**config.mk**
```make
export PLATFORM = sky130hd
export DESIGN_NAME = mcg_ctrl
export DESIGN_NICKNAME = d
export VERILOG_FILES = /design/src/rtl/mcg_pkg.sv /design/src/rtl/mcg_ctrl.sv
export SDC_FILE = /design/constraint.sdc
export NUM_CORES = 1
export LEC_CHECK = 0
export ABC_CLOCK_PERIOD_IN_PS = 2280
export BUFFER_PORTS_ARGS = -buffer_cell sky130_fd_sc_hd__buf_4
export CAP_MARGIN = 20
export CORE_MARGIN = 3
export CORE_UTILIZATION = 47
export CTS_BUF_LIST = sky130_fd_sc_hd__clkbuf_4 sky130_fd_sc_hd__clkbuf_8 sky130_fd_sc_hd__clkbuf_16
export CTS_CLUSTER_DIAMETER = 30
export DETAILED_ROUTE_END_ITERATION = 8
export PLACE_DENSITY = 0.76
export SYNTH_ARGS = -nofsm -noshare
export SYNTH_HDL_FRONTEND = slang
export SYNTH_SLANG_ARGS = --single-unit
```
**constraint.sdc**
```tcl
create_clock -name clk_i -period 2.28 [get_ports clk_i]
set_input_delay 0.228 -clock clk_i [delete_from_list [all_inputs] [get_ports clk_i]]
set_output_delay 0.228 -clock clk_i [all_outputs]
set_load 0.01 [all_outputs]
```
**src/rtl/mcg_pkg.sv**
```systemverilog
// Shared types and codes for the Markov candidate generator.
package mcg_pkg;

  // Request action codes
  localparam logic [1:0] ACT_WR_CHAR = 2'd0;
  localparam logic [1:0] ACT_WR_LEN  = 2'd1;
  localparam logic [1:0] ACT_GEN     = 2'd2;
  localparam logic [1:0] ACT_KEYS    = 2'd3;

  // Table select codes
  localparam logic TSEL_ROOT   = 1'b0;
  localparam logic TSEL_MARKOV = 1'b1;

  // Result kinds
  localparam logic KIND_CHAR = 1'b0;
  localparam logic KIND_KEYS = 1'b1;

  typedef struct packed {
    logic [1:0]  action;
    logic        table_sel;
    logic [3:0]  position;
    logic [7:0]  prev_char;
    logic [3:0]  slot;
    logic [7:0]  char_value;
    logic [4:0]  set_length;
    logic [63:0] cand_index;
    logic [3:0]  start_pos;
    logic [4:0]  stop_pos;
  } req_t;

  typedef struct packed {
    logic        result_kind;
    logic [7:0]  out_char;
    logic [63:0] keyspace;
    logic        zero_set_error;
    logic        last;
  } res_t;

  // Controller to datapath commands
  typedef struct packed {
    logic load;
    logic clr_step;
    logic ks_step;
    logic ks_emit;
    logic div_init;
    logic div_step;
    logic char_rd;
    logic emit_char;
    logic emit_err;
    logic next_pos;
    logic len_load;
  } cmd_t;

  // Datapath to controller status
  typedef struct packed {
    logic clr_last;
    logic act_gen;
    logic act_keys;
    logic gen_empty;
    logic ks_more;
    logic set_empty;
    logic div_last;
    logic at_last;
    logic ch_in_alpha;
  } stat_t;

endpackage

```
**src/rtl/mcg_ctrl.sv**
```systemverilog
// Sequencer for clearing, keyspace products and character generation.
module mcg_ctrl (
  input  logic          clk_i,
  input  logic          rst_ni,
  input  logic          start,
  output logic          busy,
  input  mcg_pkg::stat_t st_i,
  output mcg_pkg::cmd_t  cmd_o
);
  import mcg_pkg::*;

  typedef enum logic [8:0] {
    S_CLEAR = 9'b000000001,
    S_IDLE  = 9'b000000010,
    S_KS    = 9'b000000100,
    S_CHK   = 9'b000001000,
    S_DIV   = 9'b000010000,
    S_RDCH  = 9'b000100000,
    S_EMIT  = 9'b001000000,
    S_NEXT  = 9'b010000000,
    S_RDLEN = 9'b100000000
  } state_e;

  state_e state_q, state_d;

  assign busy = (state_q != S_IDLE);

  // Next state and commands
  always_comb begin
    state_d = state_q;
    cmd_o   = '0;
    unique case (state_q)
      S_CLEAR: begin
        cmd_o.clr_step = 1'b1;
        if (st_i.clr_last) state_d = S_IDLE;
      end
      S_IDLE: begin
        if (start) begin
          cmd_o.load = 1'b1;
          if (st_i.act_gen && !st_i.gen_empty) state_d = S_CHK;
          else if (st_i.act_keys) state_d = S_KS;
        end
      end
      S_KS: begin
        if (st_i.ks_more) begin
          cmd_o.ks_step = 1'b1;
        end else begin
          cmd_o.ks_emit = 1'b1;
          state_d = S_IDLE;
        end
      end
      S_CHK: begin
        if (st_i.set_empty) begin
          cmd_o.emit_err = 1'b1;
          state_d = S_NEXT;
        end else begin
          cmd_o.div_init = 1'b1;
          state_d = S_DIV;
        end
      end
      S_DIV: begin
        cmd_o.div_step = 1'b1;
        if (st_i.div_last) state_d = S_RDCH;
      end
      S_RDCH: begin
        cmd_o.char_rd = 1'b1;
        state_d = S_EMIT;
      end
      S_EMIT: begin
        cmd_o.emit_char = 1'b1;
        state_d = S_NEXT;
      end
      S_NEXT: begin
        cmd_o.next_pos = 1'b1;
        if (st_i.at_last) state_d = S_IDLE;
        else if (st_i.ch_in_alpha) state_d = S_RDLEN;
        else state_d = S_CHK;
      end
      S_RDLEN: begin
        cmd_o.len_load = 1'b1;
        state_d = S_CHK;
      end
      default: state_d = S_IDLE;
    endcase
  end

  always_ff @(posedge clk_i or negedge rst_ni) begin
    if (!rst_ni) begin
      state_q <= S_CLEAR;
    end else begin
      state_q <= state_d;
    end
  end

endmodule

```
==> impl_metrics.ini, run 1 <==
[critical_path]
startpoint = state_q[2]$_DFFE_PN0P_
worstPathArrival_ns = 1.76
r2r-end = state_q[1]$_DFFE_PN0P_
crit_path_start_kind = flop
crit_type = flop to primary output
worstRegToRegCells = 5
cp_data_required_time_ns = 2.05
reg2reg_slack_ns = 0.47
endpoint_kind = primary output
crit_fanout = 5
crit_end = cmd_o[3]
r2r_start = state_q[7]$_DFFE_PN0P_

[synth]
netlist-cell-type-count = 37
synth_top_area_share_pct = 29.9
ys_async_sr_fraction_pct = 100
synthCells = 73
synth_warnings = 0
synth_top_area_cell = dfrtp_1
synth_edf_count = 0
synth-seq-area-share_pct = 33.8
ys_ff_latch = 9
syn_area_um2 = 669
ys.flop_type = dfrtp_1
synth_area_per_cell_um2 = 9.17
synth_area_leaders = dfrtp_1 (30%), nor2_1 (6.7%), dfstp_2 (3.9%)
syn_nets = 85

[timing]
hold_viol_final = 0
fmax_ghz = 0.503
setup_viol = 0
tightest_slew_ns = 0.367
setup_tns_ns = 0
period_needed_ns = 1.99
rsz0062_at_grt = no
drv_slew = 0
finClkSkew_ns = 0.00599
post-route-period-util_pct = 87.3
hold_ws_ns = 0.0841
slew_headroom_pct = 75.2

[floorplan]
die_w_um = 43.7
rows = 12
start_util_pct = 55.0
core_mm2 = 0.00122
die_height_um = 43.7
die-area_mm2 = 0.00191
io_pins = 24

[finish]
areaGrowthSynthToFinish_pct = 29.7
largest_reg_flops = 9
fin_cells = 110
antennaDiodeCount = 0
fin_nets = 109
regMostFlops = state_q
reg_top3 = state_q (9)
drive_gt1_share_pct = 37.5

[global_routing]
grt_pass1_wl_um = 2580
antenna_found_initial = 0
grt_start_max_net_pins = 10
overflow = 0
grt_pass1_vias = 576
grt.total_usage_pct = 18.5

[cts]
cts_sinks = 9
cts_buffers = 3
cts_root_buf = clkbuf_4
cts_tree = done
clkTransAtPathRegs_ns = 0.06
htreeDepth = 1
max-clock-path-buffers = 2
clk_latency_ns = 0.26
cts_resized = 0

[drt]
via_per_inst = 5.39
first_pass_iters = 6
route.detailed.drc = 0
final_antenna_net_count = 0
drt_iter0_drc = 8
vias = 593
wire_per_inst_um = 13.5
wirelength_um = 1490

[power]
p_leak_nw = 0.441
p_total_mw = 0.717
powerDensity_mw_per_mm2 = 825
vdd.ir_drop.worst_uv = 564

[place]
hpwlAfterDp_um = 1200
place_congestion = 0.764
dp_cells = 105
io_buffers = 23

[flow_run]
max-cap-violations = 0

[min_path]
hp-class = input port to flop

[outcome]
status = finished clean
-- power by group --
group / switching, mW / internal, mW
sequential: 0.0438 / 0.184
clock: 0.0578 / 0.0794
combinational: 0.171 / 0.180
-- stage by stage --
stage / util [%] / cell area, µm² / worst slack, ns
2_1_floorplan: - / 669 / 0.560
3_3_place_gp: 68.1 / 828 / 0.528
3_5_place_dp: 68.1 / 828 / 0.497
4_1_cts: 71.4 / 868 / 0.285
5_1_grt: 71.4 / 868 / 0.120
6_report: 71.4 / 868 / 0.291
-- what timing repair did --
item | 4_1_cts | 5_1_grt
buffers inserted | 0 | 0
endpoints found under the hold margin | 9 | 0
hold buffers | 1 | 0
-- worst min-delay path by stage --
stage / start / end / slack [ns] / depth (start not counted)
global route: st_i[8] / state_q[0]$_DFFE_PN1P_ / 0.07 / 2
floorplan: rst_ni / state_q[1]$_DFFE_PN0P_ / -0.07 / 0
global placement: rst_ni / state_q[2]$_DFFE_PN0P_ / 0.06 / 1
detailed placement: rst_ni / state_q[4]$_DFFE_PN0P_ / 0.06 / 1
finish: st_i[8] / state_q[0]$_DFFE_PN1P_ / 0.08 / 2
CTS: st_i[8] / state_q[0]$_DFFE_PN1P_ / 0.08 / 2
-- worst max-delay path, stage by stage (launching register included) --
cell      delay, ns
dfrtp_1        0.41
nor2_1         0.28
nand3b_1       0.23
nor4b_1        0.39
buf_4          0.20
-- synth_stat cells, types with 2 or more instances --
master    number
nand3b_1       2
and4b_1        2
nor3_1         4
nand4b_1       2
dfrtp_1        8
nor4b_1        2
nor3b_1        2
nor2_1        12
inv_1          4
nand2_1        2
o21ai_0        3
nor2b_1        2
buf_4          3
or2_1          2
-- logic make-up (layout without fill, tap and decap cells) --
family,after synthesis,in the layout,synth area share (%)
and+or+nand+nor,42,42,43.0
AOI/OAI and AO/OA,9,9,9.91
DFF,9,9,33.8
buffers and inverters,9,32,6.91
xor gates and xnor gates,2,2,2.62
muxes,2,2,3.74
-- cell usage in the layout (no fill, tap or decap), drive strengths merged, types with 3 or more instances in the layout --
master  count
buf        23
nor2b       3
nor3        5
inv         4
nor4b       3
nor2       13
o21ai       3
clkbuf      4
dfrtp       8
-- metal layers --
metal | GRT usage, % | vias up | wire length, µm | part of all wire (%)
met5 | 0 | - | 0 | 0
met4 | 1.81 | 0 | 0 | 0
met3 | 7.88 | 0 | 108 | 7.3
met2 | 30.8 | 19 | 727 | 49
met1 | 22.8 | 263 | 649 | 44
li1 | - | 311 | - | -
-- layout make-up --
| class | count | area (µm²) |
|---|---|---|
| multi-input combinational | 55 | 397 |
| fill | 91 | 348 |
| sequential | 9 | 226 |
| timing repair buffer | 24 | 183 |
| clock buffer | 4 | 30.0 |
| tap | 14 | 17.5 |
| inverter | 4 | 15.0 |
Note: power is estimated with default switching activity, not from simulation.
==> run 2: changes to the inputs <==
==> config.mk (replaced) <==
export PLATFORM = sky130hd
export DESIGN_NAME = mcg_ctrl
export DESIGN_NICKNAME = d
export VERILOG_FILES = /design/src/rtl/mcg_pkg.sv /design/src/rtl/mcg_ctrl.sv
export SDC_FILE = /design/constraint.sdc
export NUM_CORES = 1
export LEC_CHECK = 0
export ABC_CLOCK_PERIOD_IN_PS = 1800
export BUFFER_PORTS_ARGS = -buffer_cell sky130_fd_sc_hd__buf_4
export CAP_MARGIN = 20
export CORE_MARGIN = 3
export CORE_UTILIZATION = 43
export CTS_BUF_LIST = sky130_fd_sc_hd__clkbuf_4 sky130_fd_sc_hd__clkbuf_8 sky130_fd_sc_hd__clkbuf_16
export CTS_CLUSTER_DIAMETER = 30
export DETAILED_ROUTE_END_ITERATION = 8
export PLACE_DENSITY = 0.73
export REMOVE_ABC_BUFFERS = 1
export SYNTH_ARGS = -nofsm -noshare
export SYNTH_HDL_FRONTEND = slang
export SYNTH_SLANG_ARGS = --single-unit
==> constraint.sdc (replaced) <==
create_clock -name clk_i -period 1.8 [get_ports clk_i]
set_input_delay 0.18 -clock clk_i [delete_from_list [all_inputs] [get_ports clk_i]]
set_output_delay 0.18 -clock clk_i [all_outputs]
set_load 0.01 [all_outputs]
==> impl_metrics.ini, run 2 (synthesis gave the netlist of run 1 again) <==
[cts]
cts_root_buf = clkbuf_4
clkTransAtPathRegs_ns = 0.06
clk_latency_ns = 0.26
cts_buffers = 3
max-clock-path-buffers = 2
cts_tree = done
cts_sinks = 9
htreeDepth = 1

[finish]
fin_area_mm2 = 0.00102
fin_nets = 120
regMostFlops = state_q
layout_common_cells = buf_4 (32), nor2_1 (11), dfrtp_1 (5)
reg_top3 = state_q (9)
antennaDiodeCount = 0
final_common_cell = buf_4
drive_gt1_share_pct = 50.5
areaGrowthSynthToFinish_pct = 52.3
largest_reg_flops = 9
fillers = 111

[drt]
final_antenna_net_count = 0
vias = 678
route.detailed.drc = 0
via_per_inst = 5.56
wirelength_um = 1840
drt_iter0_drc = 11
wire_per_inst_um = 15.1
first_pass_iters = 4

[timing]
setup_slack_ns = -0.0114
finClkSkew_ns = 0.00242
tightest_slew_ns = 0.287
hold_viol_final = 0
setup_viol = 1
slew_headroom_pct = 80.9
setup_tns_ns = -0.0114
post-route-period-util_pct = 101
fmax_ghz = 0.552
hold_ws_ns = 0.0336
period_needed_ns = 1.81
rsz0062_at_grt = yes
drv_slew = 0

[power]
p_total_mw = 1.08
powerDensity_mw_per_mm2 = 1060
vdd.ir_drop.worst_uv = 695
p_sw_share_pct = 38.6
p_leak_nw = 0.502
combPwrFrac_pct = 57.0
power_frac_seq_pct = 27.2
p_int_mw = 0.662
clockPowerShare_pct = 15.8
p_sw_mw = 0.416

[critical_path]
crit_fanout = 5
worstPathArrival_ns = 1.63
cp_data_required_time_ns = 1.62
crit_path_start_kind = flop
worstRegToRegCells = 5
reg2reg_slack_ns = 0.05
crit_type = flop to primary output
endpoint_kind = primary output

[global_routing]
grt_pass1_vias = 616
overflow = 0
grt_start_max_net_pins = 10
antenna_found_initial = 0
grt_pass1_wl_um = 2840
grt.total_usage_pct = 19.5

[place]
dpl_cell_area_um2 = 852
hpwlAfterDp_um = 1190
place_congestion = 0.756
io_buffers = 23

[outcome]
status = finished, violations left
violations = negative setup slack

[flow_run]
max-cap-violations = 0

[floorplan]
io_pins = 24
rows = 13
die_w_um = 45.5
start_util_pct = 48.4
die-area_mm2 = 0.00207
die_height_um = 45.5
core_mm2 = 0.00138

[min_path]
holdPathStages = 2
hp-class = input port to flop
run 2: cell types whose count changed in the layout (fill, tap and decap cells not counted), moves of 2 or more:
cell / delta
buf_4: +9
dfrtp_1: -3
dfrtp_2: +3
nor4b_4: +3
buf_6: +2
nor4b_1: -2
run 2: worst max-delay path, cell delays in order, from the launching register on:
cell and delay, ns:
dfrtp_2 0.44, nor4_4 0.31, nor2b_4 0.23, nand4b_1 0.17
inv_1 0.10, buf_4 0.12
run 2: power groups by stage:
stage,clock network [mW],logic (mW),registers [mW]
after global routing,0.185,0.667,0.299
after floorplan,0,0.324,0.279
after CTS,0.179,0.555,0.290
final,0.171,0.614,0.293
after global placement,0,0.452,0.290
after detailed placement,0,0.453,0.290
run 2: path summary, 6_finish.rpt:
kind                                           to                   start
min in group asynchronous  state_q[4]$_DFFE_PN0P_                  rst_ni
setup reg to reg           state_q[1]$_DFFE_PN0P_  state_q[5]$_DFFE_PN0P_
hold / removal             state_q[0]$_DFFE_PN1P_                 st_i[8]
setup / recovery                         cmd_o[5]  state_q[5]$_DFFE_PN0P_
max in group asynchronous  state_q[0]$_DFFE_PN1P_                  rst_ni
hold reg to reg            state_q[4]$_DFFE_PN0P_  state_q[6]$_DFFE_PN0P_
run 2: final cells by class:
| type | count | area [µm²] | area share (%) |
|---|---|---|---|
| tap | 15 | 18.8 | 1.84 |
| clock buffer | 4 | 30.0 | 2.94 |
| multi-input combinational | 55 | 453 | 44.4 |
| timing repair buffer | 35 | 273 | 26.7 |
| inverter | 4 | 15.0 | 1.47 |
| sequential | 9 | 230 | 22.6 |
run 2: through the flow:
step	util (%)	cells	setup slack, ns
2_1_floorplan	-	68	0.105
3_3_place_gp	61.6	109	0.0902
3_5_place_dp	61.6	109	0.0413
4_1_cts	70.3	119	-0.0225
5_1_grt	73.8	122	-0.0920
6_report	73.8	122	-0.0114
run 2: what timing repair did:
item                                    in CTS  in global routing
setup buffers                                5                  3
hold buffers                                 1                  0
hold endpoints to repair                     9                  0
resized for setup                            8                  7
endpoints found under the setup margin       5                  9
pin swaps                                    4                  7
run 2: per-layer routing:
layer	routed length (µm)	vias up	global-route usage [%]
li1	-	330	-
met1	773	328	25.2
met2	943	18	30.1
met3	115	2	6.32
met4	6	0	7.02
met5	0	-	0
==> run 3: changes to the inputs <==
--- a/config.mk
+++ b/config.mk
@@ -13,7 +13,7 @@
 export CTS_BUF_LIST = sky130_fd_sc_hd__clkbuf_4 sky130_fd_sc_hd__clkbuf_8 sky130_fd_sc_hd__clkbuf_16
 export CTS_CLUSTER_DIAMETER = 30
 export DETAILED_ROUTE_END_ITERATION = 8
-export PLACE_DENSITY = 0.73
+export PLACE_DENSITY = 0.71
 export REMOVE_ABC_BUFFERS = 1
 export SYNTH_ARGS = -nofsm -noshare
 export SYNTH_HDL_FRONTEND = slang
==> impl_metrics.ini, run 3 (synthesis gave the netlist of run 1 again) <==
[outcome]
status = finished, violations left
violations = negative setup slack

[place]
hpwlAfterDp_um = 1260
io_buffers = 23
dpl_worst_slack_ns = 0.0429
place_congestion = 0.776
dp_cells = 110

[global_routing]
overflow = 0
grt.total_usage_pct = 20.7
antenna_found_initial = 0
grt_start_max_net_pins = 10
grt_pass1_wl_um = 3010
grt_pass1_vias = 685

[floorplan]
die_height_um = 45.5
io_pins = 24
die_w_um = 45.5
start_util_pct = 48.4
die-area_mm2 = 0.00207
core_mm2 = 0.00138
rows = 13

[critical_path]
slowest_stage = dfrtp_2
crit_path_start_kind = flop
r2r-end = state_q[1]$_DFFE_PN0P_
worstPathArrival_ns = 1.67
r2r_start = state_q[8]$_DFFE_PN0P_
critical_path.cell_chain = nor3_4, nand3b_1, buf_6, nor4b_4, buf_4
cp.buffers_inverters = 2
crit_fanout = 4
worstRegToRegCells = 5
endpoint_kind = primary output
critPathTopFamily = simple AND/OR/NAND/NOR gates
slowest_delay_ns = 0.45
crit_type = flop to primary output
reg2reg_slack_ns = 0.06
cp_data_required_time_ns = 1.62

[drt]
drt_iter0_drc = 23
final_antenna_net_count = 0
wirelength_um = 2110
wire_per_inst_um = 17.2
vias = 689
route.detailed.drc = 0
first_pass_iters = 4
via_per_inst = 5.60

[finish]
areaGrowthSynthToFinish_pct = 58.9
fin_cells = 123
layout_common_cells = buf_4 (31), nor2_1 (10)
fin_nets = 121
reg_top3 = state_q (9)
regMostFlops = state_q
drive_gt1_share_pct = 55.6
largest_reg_flops = 9
final_common_cell = buf_4
fin_util_pct = 76.9
antennaDiodeCount = 0

[power]
p_leak_nw = 0.512
vdd.ir_drop.worst_uv = 778
powerDensity_mw_per_mm2 = 1120

[cts]
cts_root_buf = clkbuf_4
max-clock-path-buffers = 2
cts_tree = done
cts_buffers = 3
cts_sinks = 9
clk_latency_ns = 0.27
clkTransAtPathRegs_ns = 0.06
htreeDepth = 1

[timing]
fmax_ghz = 0.542
hold_ws_ns = 0.0223
finClkSkew_ns = 0.00149
period_needed_ns = 1.85
tightest_slew_ns = 0.264
post-route-period-util_pct = 103
setup_viol = 3
drv_slew = 0
hold_viol_final = 0
rsz0062_at_grt = yes
setup_slack_ns = -0.0466
slew_headroom_pct = 82.2

[min_path]
hp-class = input port to flop
hold_start = st_i[8]
holdPathStages = 2
holdPathEnd = state_q[0]$_DFFE_PN1P_

[flow_run]
max-cap-violations = 0
[run 3: through the flow]
step                TNS [ns]  instance area [µm²]  total power [mW]
detailed placement         0                  860             0.769
finish               -0.0791                 1060              1.19
CTS                        0                  955              1.04
floorplan                  0                  638             0.603
global route          -0.561                 1060              1.26
global placement           0                  860             0.756
[run 3: how the worst max path moves through the flow]
stage,from,endpoint,slack (ns),cells past startpoint
final,state_q[5]$_DFFE_PN0P_,cmd_o[1],-0.05,5
after floorplan,state_q[7]$_DFFE_PN0P_,state_q[1]$_DFFE_PN0P_,0.11,5
after global routing,state_q[5]$_DFFE_PN0P_,cmd_o[1],-0.10,5
after global placement,state_q[5]$_DFFE_PN0P_,state_q[1]$_DFFE_PN0P_,0.09,5
after detailed placement,state_q[5]$_DFFE_PN0P_,state_q[1]$_DFFE_PN0P_,0.04,5
after CTS,state_q[5]$_DFFE_PN0P_,cmd_o[5],0.002,5
[run 3: routing by layer]
metal	GRT usage [%]	part of all wire (%)	wire length, µm	vias to the layer above
li1	-	-	-	328
met1	23.1	42	879	338
met2	34.5	52	1100	18
met3	7.51	4.8	101	5
met4	9.94	1.8	38	0
met5	0	0	0	-
[run 3: power by group]
| group | switching [mW] | internal (mW) |
|---|---|---|
| clock network | 0.0784 | 0.101 |
| logic | 0.342 | 0.369 |
| registers | 0.0648 | 0.235 |
| total | 0.485 | 0.705 |
[run 3: repair_timing]
item / 4_1_cts / 5_1_grt
hold endpoints to repair: 9 / 0
setup buffers: 4 / 4
gates cloned: 0 / 0
hold buffers: 1 / 0
gates resized for setup: 5 / 19
endpoints found under the setup margin: 5 / 11
pin swaps: 2 / 7
[run 3: cell type report]
cell class	instances	area, µm²
Tap cell	15	18.8
Inverter	4	15.0
Fill cell	100	319
Multi-Input combinational cell	55	480
Clock buffer	4	30.0
Sequential cell	9	231
Timing Repair Buffer	36	288
[run 3: worst register-to-register path, stage by stage (launching register included)]
cell	delay (ns)
dfrtp_2	0.43
nor4_4	0.29
nor2b_4	0.22
and4_4	0.27
a211o_4	0.12
mux2_4	0.29
